File: src/rtl/ame_pkg.sv
// Shared types and constants for the accumulator machine execute stage.
// Holds the opcode and register-select codes, the controller state type and
// the command and status structs that join the controller and the datapath.
package ame_pkg;

   // Field widths of the request and response words.
   localparam int OP_W     = 4;
   localparam int REG_W    = 2;
   localparam int IMM_W    = 32;
   localparam int OUT_W    = 32;

   // req_tuser: op, src_is_reg, src_reg, dst_reg from the lowest bit up.
   localparam int REQ_USER_W = OP_W + 1 + REG_W + REG_W;
   // req_tdata: immediate.
   localparam int REQ_DATA_W = IMM_W;
   // rsp_tdata: print_value, step from the lowest bit up.
   localparam int RSP_DATA_W = 2 * OUT_W;
   // rsp_tuser: print_valid, div_by_zero from the lowest bit up.
   localparam int RSP_USER_W = 2;

   typedef enum logic [OP_W-1:0] {
      OP_MOV = 4'd0,
      OP_ADD = 4'd1,
      OP_SUB = 4'd2,
      OP_MUL = 4'd3,
      OP_DIV = 4'd4,
      OP_MOD = 4'd5,
      OP_JMP = 4'd6,
      OP_JEQ = 4'd7,
      OP_JLT = 4'd8,
      OP_JGT = 4'd9,
      OP_PRT = 4'd10
   } op_type;

   typedef enum logic [REG_W-1:0] {
      REG_ACC   = 2'd0,
      REG_DATA  = 2'd1,
      REG_EXTRA = 2'd2,
      REG_PC    = 2'd3
   } reg_sel_type;

   typedef enum logic [1:0] {
      ST_IDLE,
      ST_DECODE,
      ST_ITER,
      ST_FINISH
   } state_type;

   typedef struct packed {
      logic load;     // capture the accepted instruction
      logic start;    // seed the shift-add / restoring-divide registers
      logic step;     // one iteration of the shared bit-serial unit
      logic commit;   // write the machine registers and the response word
   } ame_cmd_type;

   typedef struct packed {
      logic needs_iter;  // multiply, or divide/modulo with a nonzero divisor
   } ame_sts_type;

endpackage

File: src/rtl/ame_ctrl.sv
// Controller state machine of the accumulator machine execute stage.
// Depends on ame_pkg for the state type and the command and status structs.
module ame_ctrl #(
   parameter int DATA_WIDTH = 32
) (
   input  logic                 clock,
   input  logic                 reset,
   input  logic                 req_tvalid,
   output logic                 req_tready,
   output logic                 rsp_tvalid,
   input  logic                 rsp_tready,
   input  ame_pkg::ame_sts_type sts,
   output ame_pkg::ame_cmd_type cmd
);
   import ame_pkg::*;

   localparam int CW = $clog2(DATA_WIDTH);

   state_type     state_ff, state_in;
   logic [CW-1:0] cnt_ff, cnt_in;
   logic          rsp_valid_ff, rsp_valid_in;
   logic          out_free;

   // The response register can take a new word when empty or being drained.
   assign out_free = !rsp_valid_ff || rsp_tready;

   always_comb begin
      state_in = state_ff;
      case (state_ff)
         ST_IDLE: begin
            if (req_tvalid) state_in = ST_DECODE;
         end
         ST_DECODE: begin
            state_in = sts.needs_iter ? ST_ITER : ST_FINISH;
         end
         ST_ITER: begin
            if (cnt_ff == '0) state_in = ST_FINISH;
         end
         ST_FINISH: begin
            if (out_free) state_in = ST_IDLE;
         end
         default: begin
            state_in = ST_IDLE;
         end
      endcase
   end

   always_comb begin
      cmd        = '0;
      req_tready = 1'b0;
      case (state_ff)
         ST_IDLE: begin
            req_tready = 1'b1;
            cmd.load   = req_tvalid;
         end
         ST_DECODE: begin
            cmd.start = sts.needs_iter;
         end
         ST_ITER: begin
            cmd.step = 1'b1;
         end
         ST_FINISH: begin
            cmd.commit = out_free;
         end
         default: begin
            cmd = '0;
         end
      endcase
   end

   always_comb begin
      cnt_in = cnt_ff;
      if (cmd.start) begin
         cnt_in = CW'(DATA_WIDTH - 1);
      end else if (cmd.step) begin
         cnt_in = cnt_ff - 1'b1;
      end
      rsp_valid_in = rsp_valid_ff;
      if (cmd.commit) begin
         rsp_valid_in = 1'b1;
      end else if (rsp_tready) begin
         rsp_valid_in = 1'b0;
      end
   end

   assign rsp_tvalid = rsp_valid_ff;

   always_ff @(posedge clock) begin
      if (reset) begin
         state_ff     <= ST_IDLE;
         cnt_ff       <= '0;
         rsp_valid_ff <= 1'b0;
      end else begin
         state_ff     <= state_in;
         cnt_ff       <= cnt_in;
         rsp_valid_ff <= rsp_valid_in;
      end
   end

endmodule

File: src/rtl/ame_dpath.sv
// Datapath of the accumulator machine execute stage: machine registers,
// bit-serial multiply / restoring divide unit and the response register.
// Depends on ame_pkg for opcodes, register codes and command/status structs.
module ame_dpath #(
   parameter int DATA_WIDTH = 32
) (
   input  logic                                clock,
   input  logic                                reset,
   input  ame_pkg::ame_cmd_type                cmd,
   output ame_pkg::ame_sts_type                sts,
   input  logic [ame_pkg::REQ_DATA_W-1:0]      req_tdata,
   input  logic [ame_pkg::REQ_USER_W-1:0]      req_tuser,
   output logic [ame_pkg::RSP_DATA_W-1:0]      rsp_tdata,
   output logic [ame_pkg::RSP_USER_W-1:0]      rsp_tuser
);
   import ame_pkg::*;

   localparam int DW = DATA_WIDTH;

   // Captured instruction.
   op_type                  op_ff;
   logic                    src_is_reg_ff;
   reg_sel_type             src_reg_ff;
   reg_sel_type             dst_reg_ff;
   logic signed [IMM_W-1:0] imm_ff;

   // Machine registers.
   logic [DW-1:0] acc_ff, acc_in;
   logic [DW-1:0] data_ff, data_in;
   logic [DW-1:0] extra_ff, extra_in;
   logic [DW-1:0] pc_ff, pc_in;

   // Shared iteration registers. Multiply: x multiplicand, y multiplier,
   // z product. Divide: x divisor, y dividend shifting into quotient, z remainder.
   logic [DW-1:0] x_ff, x_in;
   logic [DW-1:0] y_ff, y_in;
   logic [DW-1:0] z_ff, z_in;

   logic [RSP_DATA_W-1:0] rsp_data_ff;
   logic [RSP_USER_W-1:0] rsp_user_ff;

   logic [DW-1:0]           reg_val, src, mag_a, mag_s, z_shift, pc_base;
   logic signed [DW-1:0]    src_s;
   logic [DW:0]             trial;
   logic                    a_neg, s_neg, src_zero, is_divmod, taken, print_valid, div_zero;
   logic signed [OUT_W-1:0] step_val;
   logic [OUT_W-1:0]        print_val;

   always_comb begin
      case (src_reg_ff)
         REG_ACC:   reg_val = acc_ff;
         REG_DATA:  reg_val = data_ff;
         REG_EXTRA: reg_val = extra_ff;
         REG_PC:    reg_val = pc_ff;
         default:   reg_val = pc_ff;
      endcase
   end

   assign src       = src_is_reg_ff ? reg_val : DW'(imm_ff);
   assign src_s     = src;
   assign a_neg     = acc_ff[DW-1];
   assign s_neg     = src[DW-1];
   assign mag_a     = a_neg ? DW'(-acc_ff) : acc_ff;
   assign mag_s     = s_neg ? DW'(-src) : src;
   assign src_zero  = (src == '0);
   assign is_divmod = (op_ff == OP_DIV) || (op_ff == OP_MOD);

   assign sts.needs_iter = (op_ff == OP_MUL) || (is_divmod && !src_zero);

   always_comb begin
      case (op_ff)
         OP_JMP:  taken = 1'b1;
         OP_JEQ:  taken = (acc_ff == '0);
         OP_JLT:  taken = a_neg;
         OP_JGT:  taken = (acc_ff != '0) && !a_neg;
         default: taken = 1'b0;
      endcase
   end

   // Jumps always take their offset from the immediate.
   assign step_val    = taken ? imm_ff : OUT_W'(1);
   assign print_valid = (op_ff == OP_PRT);
   assign print_val   = print_valid ? OUT_W'(src_s) : '0;
   assign div_zero    = is_divmod && src_zero;

   // One restoring-divide step: shift in the next dividend bit, try the subtract.
   assign z_shift = {z_ff[DW-2:0], y_ff[DW-1]};
   assign trial   = {1'b0, z_shift} - {1'b0, x_ff};

   always_comb begin
      x_in = x_ff;
      y_in = y_ff;
      z_in = z_ff;
      if (cmd.start) begin
         z_in = '0;
         if (op_ff == OP_MUL) begin
            x_in = acc_ff;
            y_in = src;
         end else begin
            x_in = mag_s;
            y_in = mag_a;
         end
      end else if (cmd.step) begin
         if (op_ff == OP_MUL) begin
            z_in = z_ff + (y_ff[0] ? x_ff : '0);
            x_in = {x_ff[DW-2:0], 1'b0};
            y_in = {1'b0, y_ff[DW-1:1]};
         end else if (!trial[DW]) begin
            z_in = trial[DW-1:0];
            y_in = {y_ff[DW-2:0], 1'b1};
         end else begin
            z_in = z_shift;
            y_in = {y_ff[DW-2:0], 1'b0};
         end
      end
   end

   always_comb begin
      acc_in   = acc_ff;
      data_in  = data_ff;
      extra_in = extra_ff;
      pc_in    = pc_ff;
      // A mov to pc replaces the base that the step is added to.
      pc_base  = ((op_ff == OP_MOV) && (dst_reg_ff == REG_PC)) ? src : pc_ff;
      if (cmd.commit) begin
         case (op_ff)
            OP_MOV: begin
               case (dst_reg_ff)
                  REG_ACC:   acc_in   = src;
                  REG_DATA:  data_in  = src;
                  REG_EXTRA: extra_in = src;
                  default:   acc_in   = acc_ff;
               endcase
            end
            OP_ADD: acc_in = acc_ff + src;
            OP_SUB: acc_in = acc_ff - src;
            OP_MUL: acc_in = z_ff;
            OP_DIV: begin
               if (!src_zero) acc_in = (a_neg ^ s_neg) ? DW'(-y_ff) : y_ff;
            end
            OP_MOD: begin
               if (!src_zero) acc_in = a_neg ? DW'(-z_ff) : z_ff;
            end
            default: acc_in = acc_ff;
         endcase
         pc_in = pc_base + DW'(step_val);
      end
   end

   always_ff @(posedge clock) begin
      if (reset) begin
         acc_ff   <= '0;
         data_ff  <= '0;
         extra_ff <= '0;
         pc_ff    <= '0;
      end else begin
         acc_ff   <= acc_in;
         data_ff  <= data_in;
         extra_ff <= extra_in;
         pc_ff    <= pc_in;
      end
   end

   always_ff @(posedge clock) begin
      x_ff <= x_in;
      y_ff <= y_in;
      z_ff <= z_in;
      if (cmd.load) begin
         op_ff         <= op_type'(req_tuser[OP_W-1:0]);
         src_is_reg_ff <= req_tuser[OP_W];
         src_reg_ff    <= reg_sel_type'(req_tuser[OP_W+REG_W:OP_W+1]);
         dst_reg_ff    <= reg_sel_type'(req_tuser[OP_W+2*REG_W:OP_W+REG_W+1]);
         imm_ff        <= req_tdata[IMM_W-1:0];
      end
      if (cmd.commit) begin
         rsp_data_ff <= {step_val, print_val};
         rsp_user_ff <= {div_zero, print_valid};
      end
   end

   assign rsp_tdata = rsp_data_ff;
   assign rsp_tuser = rsp_user_ff;

endmodule

File: src/rtl/accumulator_machine_execute.sv
// Accumulator machine execute stage: one decoded instruction in, one result word out.
// Each accepted word passes through decode and finish, with an iteration phase between them
// for mul, and for div/mod with a nonzero divisor, where the one-bit-per-cycle shift-add
// multiply / restoring divide loop runs. A new request word is accepted only once the last
// word is committed to the response register. Reset clears all four registers.
// Depends on ame_pkg, ame_ctrl and ame_dpath.
module accumulator_machine_execute #(
   parameter int DATA_WIDTH = 32
) (
   input  logic                               clock,
   input  logic                               reset,
   // Request channel.
   input  logic                               req_tvalid,
   output logic                               req_tready,
   input  logic [ame_pkg::REQ_DATA_W-1:0]     req_tdata,  // immediate
   input  logic [ame_pkg::REQ_USER_W-1:0]     req_tuser,  // op, src_is_reg, src_reg, dst_reg
   // Response channel.
   output logic                               rsp_tvalid,
   input  logic                               rsp_tready,
   output logic [ame_pkg::RSP_DATA_W-1:0]     rsp_tdata,  // print_value, step
   output logic [ame_pkg::RSP_USER_W-1:0]     rsp_tuser   // print_valid, div_by_zero
);
   import ame_pkg::*;

   // The controller sequences each word through decode, an optional iteration
   // phase of DATA_WIDTH steps, and a commit into the response register. The
   // response register sits between the two channels, so a finished word can
   // wait on rsp_tready while the next request word is already accepted.
   ame_cmd_type cmd;
   ame_sts_type sts;

   ame_ctrl #(
      .DATA_WIDTH (DATA_WIDTH)
   ) u_ctrl (
      .clock      (clock),
      .reset      (reset),
      .req_tvalid (req_tvalid),
      .req_tready (req_tready),
      .rsp_tvalid (rsp_tvalid),
      .rsp_tready (rsp_tready),
      .sts        (sts),
      .cmd        (cmd)
   );

   // The datapath holds the accumulator, data, extra and pc registers. Writing
   // pc by mov does not move fetch; the reported step is added to the new value.
   ame_dpath #(
      .DATA_WIDTH (DATA_WIDTH)
   ) u_dpath (
      .clock     (clock),
      .reset     (reset),
      .cmd       (cmd),
      .sts       (sts),
      .req_tdata (req_tdata),
      .req_tuser (req_tuser),
      .rsp_tdata (rsp_tdata),
      .rsp_tuser (rsp_tuser)
   );

endmodule

File: config.mk
export PLATFORM = sky130hd
export DESIGN_NAME = accumulator_machine_execute
export DESIGN_NICKNAME = d
export VERILOG_FILES = /design/src/rtl/ame_pkg.sv /design/src/rtl/ame_ctrl.sv /design/src/rtl/ame_dpath.sv /design/src/rtl/accumulator_machine_execute.sv
export SDC_FILE = /design/constraint.sdc
export NUM_CORES = 1
export LEC_CHECK = 0
export BUFFER_PORTS_ARGS = -buffer_cell sky130_fd_sc_hd__buf_2
export CAP_MARGIN = 15
export CORE_MARGIN = 3
export CORE_UTILIZATION = 56
export DETAILED_ROUTE_END_ITERATION = 12
export HOLD_SLACK_MARGIN = 0.05
export PLACE_DENSITY = 0.76
export SYNTH_ARGS = -nofsm -noshare
export SYNTH_HDL_FRONTEND = slang
export SYNTH_HIERARCHICAL = 1
export SYNTH_SLANG_ARGS = --single-unit
File: constraint.sdc
create_clock -name clock -period 6 [get_ports clock]
set_clock_uncertainty 0.15 [all_clocks]
set_input_delay 0.6 -clock clock [delete_from_list [all_inputs] [get_ports clock]]
set_output_delay 0.6 -clock clock [all_outputs]
set_load 0.02 [all_outputs]
==> results by group, run 1 <==
Floorplanning
  • Die outline width: 220.5 microns
  • Die Ht: 220.5 microns
  • Boundary pin count: 113
  • Starting Density: 57.53%
  • Cell Rows: 77
  • Die area: 48630 sq um
  • Core area: 44800 sq um

Final layout
  • Commonest non-fill, non-tap cells in the layout: 363 x nor2_1, 262 x nand2_1, 227 x a21oi_1, 212 x o21ai_0, 171 x edfxtp_1
  • Most common cell after layout, fill and taps aside: nor2_1
  • Fin util: 63.47%
  • Ratio of cells with drive above 1 in the final layout: 11.75%
  • N_diodes: 0
  • P&R area growth vs syn: 10.33%
  • Final Net Count: 3262
  • FILL cells: 3770

Synth
  • Post-Syn Area: 25770 sq um
  • Main combinational cell family by area after synthesis: compound AO/OA/AOI/OAI gates
  • Post-synthesis xor/xnor area fraction: 7.647%
  • Unique masters post-synth: 98
  • Ys async rst share: 0%
  • Number of synthesized flops with an enable pin: 171
  • Mapped Avg Cell Area: 8.567 sq um
  • Synth area leader: edfxtp_1
  • Ys flop type: edfxtp_1
  • Complex-gate fraction of the synthesized area: 23.40%
  • Mux contribution to synthesized area: 6.787%
  • Gate Count Post-Synth: 3008
  • Synth area leaders: edfxtp_1 20%, dfxtp_1 13%, ha_1 6.6%, nor2_1 5.3%, xnor2_1 4.6%
  • FF+latch count, synth: 339
  • Post-synthesis adder-cell area fraction: 6.914%
  • Seq/Total Area, Yosys: 32.98%
  • Synth Area in Simple Gates: 17.92%
  • YS warnings: 6
  • Yosys top cell area share: 19.93%
  • Syn Nets: 3193

Global route
  • Total gr overflow: 0
  • Vias in the first global route: 22.17k
  • Global-route wire length before repair: 123.1 mm
  • GRT Util Overall: 31.87%
  • Largest net degree at the start of global routing: 83
  • Initial antenna violation count: 0

Critical path
  • Reg2reg path depth: 23
  • Critical path type: flop to flop
  • Launch point of the worst path: u_dpath/acc_ff[1]$_SDFFE_PP0P_
  • Worst reg2reg path endpoint: u_dpath/pc_ff[31]$_SDFFE_PP0P_
  • Critical-path maximum fanout: 32
  • CP required: 6320 ps
  • Data arrival time of the critical path: 6060 ps
  • Setup crit end kind: flop
  • Worst r2r src: u_dpath/acc_ff[1]$_SDFFE_PP0P_
  • R2r setup slk: 260 ps
  • CP Launch Type: flop

Place
  • HPWL after DPL: 58.73 mm
  • Number of port buffers: 112
  • Gp weighted congestion: 1.033
  • Place WS: 272.0 ps

Clocking
  • Clock buffer depth: 3
  • Worst-Skew Late Latency: 560 ps
  • H-tree depth: 2
  • CTS Buf Count: 38
  • Clk slew on worst S/H paths: 60 ps
  • Root Driver: clkbuf_16
  • CTS sink cnt: 339
  • CTS tree: built

Timing
  • Final Max Slew Viols: 0
  • Setup-failing EPs final: 0
  • Fmax: 0.1741 GHz
  • Setup WS post-layout: 257.7 ps
  • Worst-margin pin slew: 1077 ps
  • Hold Fails Final Rpt: 0
  • Final period utilization: 95.71%
  • Post-route minimum period: 5742 ps
  • Slew margin rel.: 28.22%

Min path
  • Hold/Removal Path Class: input port to flop
  • Hold Path Origin: req_tdata[2]
  • Hold endpoint: u_dpath/imm_ff[2]$_DFFE_PP_
  • WHS Path Cells: 1

Route
  • Via count: 23.86k
  • Via/cell ratio: 6.452
  • WL per Instance: 21.46 microns
  • First DRT Iteration DRCs: 2345
  • DRC: 0
  • Initial DRT Pass Iterations: 6
  • DRT Wirelength: 79.35 mm
  • Post-route ant nets: 0

Power and ir drop
  • Total power: 11.18 mW
  • Leakage: 11.27 nW
  • Max VDD drop: 0.2690 mV
  • PD cells: 393.1 nW/um^2

Run
  • Max cap viols: 0

Run status
  • Status: completed
-- state kept, by name, indices dropped and copies added, names as in the netlist, 4 cells and up --
register           count
u_dpath/extra_ff      32
u_dpath/data_ff       32
u_dpath/z_ff          32
u_dpath/y_ff          32
u_dpath/rsp_tdata     64
u_dpath/imm_ff        32
u_dpath/op_ff          4
u_ctrl/cnt_ff          5
u_dpath/acc_ff        32
u_dpath/pc_ff         32
u_dpath/x_ff          32
-- worst max-delay path, stage by stage (launching register included) --
cell and delay (ps):
dfxtp_1 360, inv_1 160, ha_1 170, or3b_2 480, nor4b_1 260, buf_4 170
nand4b_1 180, mux2i_1 190, nand2_1 140, buf_12 200, nand2_1 140, inv_1 70
ha_1 290, a21o_1 150, a21o_1 210, a2111oi_1 610, o31ai_1 240, a221oi_1 290
buf_4 180, nor4_1 70, o21ai_0 310, o21ai_0 170, a31o_2 240, a211oi_1 180
-- final cells by class --
type	instances	area (sq um)	area share [%]
clock inverter	11	82.58	0.2904
timing repair buffer	222	1444	5.078
inverter	83	312.8	1.100
sequential	339	8499	29.89
tap	592	740.7	2.605
clock buffer	58	1149	4.040
multi-input combinational	2393	16200	56.99
-- per-stage QoR --
| stage | cells | area, sq um | setup TNS, ps | hold slack (ps) |
|---|---|---|---|---|
| final | 3698 | 28430 | 0 | 67.15 |
| after detailed placement | 3612 | 27030 | 0 | 339.8 |
| after global routing | 3698 | 28430 | -85.32 | 50.48 |
| after CTS | 3691 | 28360 | 0 | 50.01 |
| after floorplan | 3008 | 25770 | 0 | 306.2 |
| after global placement | 3612 | 27030 | 0 | 333.0 |
-- report_power, final --
group	internal, mW	switching (mW)	total [mW]	leakage (nW)
clock	1.36	0.963	2.33	0.614
sequential	2.89	0.482	3.37	2.95
combinational	2.11	3.37	5.48	7.71
total	6.36	4.82	11.2	11.3
-- timing repair --
action                                  in CTS  in global routing
endpoints found under the setup margin       0                 12
gates resized for setup                      0                  1
hold endpoints to repair                    10                  2
buffers inserted                             0                  5
hold buffers                                10                  2
-- synth_stat cells, types with 52 or more instances --
cell type / n
inv_1: 81
nor2_1: 363
a21o_1: 63
ha_1: 136
nand2_1: 262
a211oi_1: 117
clkbuf_1: 155
o21ai_0: 212
xor2_1: 89
nand3_1: 52
dfxtp_1: 168
xnor2_1: 136
mux2i_1: 86
edfxtp_1: 171
a21oi_1: 227
-- cell families (layout without fill, tap and decap cells) --
kind of cell | Yosys count | after routing
flops | 339 | 339
xor+xnor | 225 | 225
buf+inv | 276 | 374
fa+ha+maj | 140 | 140
simple gates | 981 | 981
compound gates | 918 | 918
mux | 129 | 129
-- layer usage --
metal | vias to the layer above | track usage (%) | wire (microns) | share of wire, %
met3 | 160 | 5.081 | 7077 | 8.9
li1 | 11230 | - | - | -
met4 | 0 | 10.83 | 2819 | 3.6
met2 | 1205 | 50.57 | 35740 | 45
met1 | 11270 | 44.61 | 33710 | 42
met5 | - | 0 | 0 | 0
-- how the worst max path moves through the flow --
stage | slack, ps | endpoint
after floorplan | 150 | u_dpath/acc_ff[25]$_SDFFE_PP0P_
after global placement | 400 | u_dpath/acc_ff[29]$_SDFFE_PP0P_
after detailed placement | 270 | u_dpath/acc_ff[27]$_SDFFE_PP0P_
after CTS | 250 | u_dpath/acc_ff[27]$_SDFFE_PP0P_
after global routing | -90 | u_dpath/pc_ff[31]$_SDFFE_PP0P_
final | 260 | u_dpath/pc_ff[31]$_SDFFE_PP0P_
No activity file was read; power rests on OpenSTA's default activity.
==> run 2: changes to the inputs <==
RECOVER_POWER = 50   (was default)
==> run 2 against run 1 <==
  * The run now ends with capacitance limit, slew limit left
  * Clock power about the same
  * Critical path depth did not move
  * Total power is 0.10% lower
  * Sequential power is essentially flat
  * Global-route usage stayed put
  * Register-to-register slack better by 40 ps
  * Combinational power is essentially flat
  * First-iteration DRC count rose by 6.6%
  * Non-clock buffer count did not move
  * Flip-flop and latch count unchanged
  * Critical path type unchanged
  * Critical endpoint unchanged
  * Highest routed layer unchanged
==> results by group, run 2 (synthesis results as in run 1) <==
Clocking
  • Clock buffer depth: 3 (unchanged)
  • Clk slew on worst S/H paths: 60 ps (about the same)
  • Worst-Skew Late Latency: 560 ps (about the same)
  • H-tree depth: 2 (unchanged)
  • CTS tree: built (unchanged)
  • CTS sink cnt: 339 (unchanged)
  • Root Driver: clkbuf_16 (unchanged)
  • CTS Buf Count: 38 (unchanged)

Run status
  • Status: finished with violations (was completed)
  • Failing checks: capacitance limit, slew limit

Floorplanning
  • Die Ht: 220.5 microns (unchanged)
  • Boundary pin count: 113 (unchanged)
  • Core area: 44800 sq um (unchanged)
  • Die outline width: 220.5 microns (unchanged)
  • Starting Density: 57.53% (unchanged)
  • Die area: 48630 sq um (unchanged)
  • Cell Rows: 77 (unchanged)

Critical path
  • Setup crit end kind: flop (unchanged)
  • CP required: 6310 ps (was 6320 ps)
  • Worst reg2reg path endpoint: u_dpath/pc_ff[31]$_SDFFE_PP0P_ (unchanged)
  • CP Launch Type: flop (unchanged)
  • Critical path type: flop to flop (unchanged)
  • Data arrival time of the critical path: 6020 ps (was 6060 ps)
  • Reg2reg path depth: 23 (unchanged)
  • Launch point of the worst path: u_dpath/acc_ff[1]$_SDFFE_PP0P_ (unchanged)
  • R2r setup slk: 290 ps (was 260 ps)
  • Critical-path maximum fanout: 32 (unchanged)
  • Worst r2r src: u_dpath/acc_ff[1]$_SDFFE_PP0P_ (unchanged)
  • CP endpoint: u_dpath/pc_ff[31]$_SDFFE_PP0P_ (unchanged)

Timing
  • Final period utilization: 95.09% (was 95.71%)
  • Slew margin rel.: -93.08% (was 28.22%)
  • Fmax: 0.1753 GHz (was 0.1741 GHz)
  • Final Max Slew Viols: 247 (was 0)
  • Worst-margin pin slew: 2896 ps (was 1077 ps)
  • Post-route minimum period: 5705 ps (was 5742 ps)
  • Setup-failing EPs final: 0 (unchanged)
  • Hold Fails Final Rpt: 0 (unchanged)

Final layout
  • Sequential cell area: 8499 sq um (unchanged)
  • P&R area growth vs syn: 9.861% (was 10.33%)
  • Ratio of cells with drive above 1 in the final layout: 9.272% (was 11.75%)
  • N_diodes: 0 (unchanged)
  • Area of the multi-input gates: 16190 sq um (was 16200 sq um)
  • Fin util: 63.20% (was 63.47%)
  • Max FFs per register: 64 (unchanged)
  • Finished Layout Cells: 3698 (unchanged)
  • Commonest non-fill, non-tap cells in the layout: 363 x nor2_1, 262 x nand2_1, 227 x a21oi_1, 212 x o21ai_0, 171 x edfxtp_1 (unchanged)
  • FILL cells: 3825 (was 3770)
  • Final Net Count: 3262 (unchanged)
  • Most common cell after layout, fill and taps aside: nor2_1 (unchanged)

Min path
  • Hold/Removal Path Class: input port to flop (unchanged)

Power and ir drop
  • Leakage: 11.06 nW (was 11.27 nW)
  • Max VDD drop: 0.2695 mV (was 0.2690 mV)
  • PD cells: 394.3 nW/um^2 (was 393.1 nW/um^2)

Run
  • Max cap viols: 5 (was 0)

Route
  • DRT Wirelength: 79.28 mm (was 79.35 mm)
  • Via/cell ratio: 6.417 (was 6.452)
  • WL per Instance: 21.44 microns (was 21.46 microns)
  • Initial DRT Pass Iterations: 6 (unchanged)
  • First DRT Iteration DRCs: 2500 (was 2345)
  • Via count: 23.73k (was 23.86k)
  • DRC: 0 (unchanged)
  • Post-route ant nets: 0 (unchanged)

Place
  • Gp weighted congestion: 1.033 (unchanged)
  • HPWL after DPL: 58.73 mm (unchanged)
  • Placed cell count: 3612 (unchanged)
  • Number of port buffers: 112 (unchanged)

Global route
  • Initial antenna violation count: 0 (unchanged)
  • Vias in the first global route: 22.17k (unchanged)
  • Total gr overflow: 0 (unchanged)
  • Global-route wire length before repair: 123.1 mm (unchanged)
  • GRT Util Overall: 31.87% (unchanged)
  • Largest net degree at the start of global routing: 83 (unchanged)
run 2: how the worst min path moves through the flow:
| stage | from | to | slack [ps] | cells after the start |
|---|---|---|---|---|
| 4_1_cts | req_tdata[2] | u_dpath/imm_ff[2]$_DFFE_PP_ | 50 | 1 |
| 3_5_place_dp | u_dpath/pc_ff[15]$_SDFFE_PP0P_ | u_dpath/pc_ff[15]$_SDFFE_PP0P_ | 340 | 2 |
| 3_3_place_gp | u_dpath/data_ff[16]$_SDFFE_PP0P_ | u_dpath/data_ff[16]$_SDFFE_PP0P_ | 330 | 2 |
| 6_report | req_tdata[2] | u_dpath/imm_ff[2]$_DFFE_PP_ | 70 | 1 |
| 2_1_floorplan | u_dpath/pc_ff[4]$_SDFFE_PP0P_ | u_dpath/pc_ff[4]$_SDFFE_PP0P_ | 310 | 2 |
| 5_1_grt | req_tdata[18] | u_dpath/imm_ff[18]$_DFFE_PP_ | 50 | 1 |
run 2: cell type report:
| type | instances | area share, % |
|---|---|---|
| Sequential cell | 339 | 30.02 |
| Tap cell | 592 | 2.616 |
| Timing Repair Buffer | 222 | 4.742 |
| Clock inverter | 11 | 0.2917 |
| Multi-Input combinational cell | 2393 | 57.17 |
| Clock buffer | 58 | 4.057 |
| Inverter | 83 | 1.105 |
run 2: critical path: stages, from the launching register on:
cell and delay [ps]:
dfxtp_1 360, inv_1 160, ha_1 170, or3b_2 470, nor4b_1 260, buf_4 170, nand4b_1 180, mux2i_1 190
nand2_1 130, buf_12 200, nand2_1 140, inv_1 80, ha_1 290, a21o_1 150, a21o_1 210, a2111oi_1 600
o31ai_1 240, a221oi_1 290, buf_4 180, nor4_1 70, o21ai_0 300, o21ai_0 170, a31o_2 240, a211oi_1 180
run 2: timing repair:
action | in CTS | in global routing
hold buffers | 10 | 2
setup buffers | 0 | 5
setup endpoints to repair | 0 | 12
endpoints found under the hold margin | 10 | 2
resized for setup | 0 | 1
run 2: metrics by stage:
| step | hold slack (ps) | setup TNS, ps | power, mW | setup slack (ps) | cell area [sq um] |
|---|---|---|---|---|---|
| floorplan | 306.2 | 0 | 7.151 | 152.9 | 25770 |
| global placement | 333.0 | 0 | 8.537 | 402.6 | 27030 |
| detailed placement | 339.8 | 0 | 8.679 | 272.0 | 27030 |
| CTS | 50.01 | 0 | 11.04 | 245.5 | 28360 |
| global route | 50.48 | -90.49 | 11.82 | -90.49 | 28310 |
| finish | 68.13 | 0 | 11.16 | 294.8 | 28310 |
run 2: where the power goes:
part / switching, mW / internal, mW / total, mW
clock network: 0.962 / 1.36 / 2.32
logic: 3.37 / 2.09 / 5.46
registers: 0.482 / 2.90 / 3.38
run 2: metal layers:
metal / GRT usage (%) / vias up / wire length [microns]
li1: - / 11240 / -
met1: 44.61 / 11200 / 33750
met2: 50.57 / 1123 / 35820
met3: 5.081 / 167 / 6879
met4: 10.83 / 0 / 2823
met5: 0 / - / 0
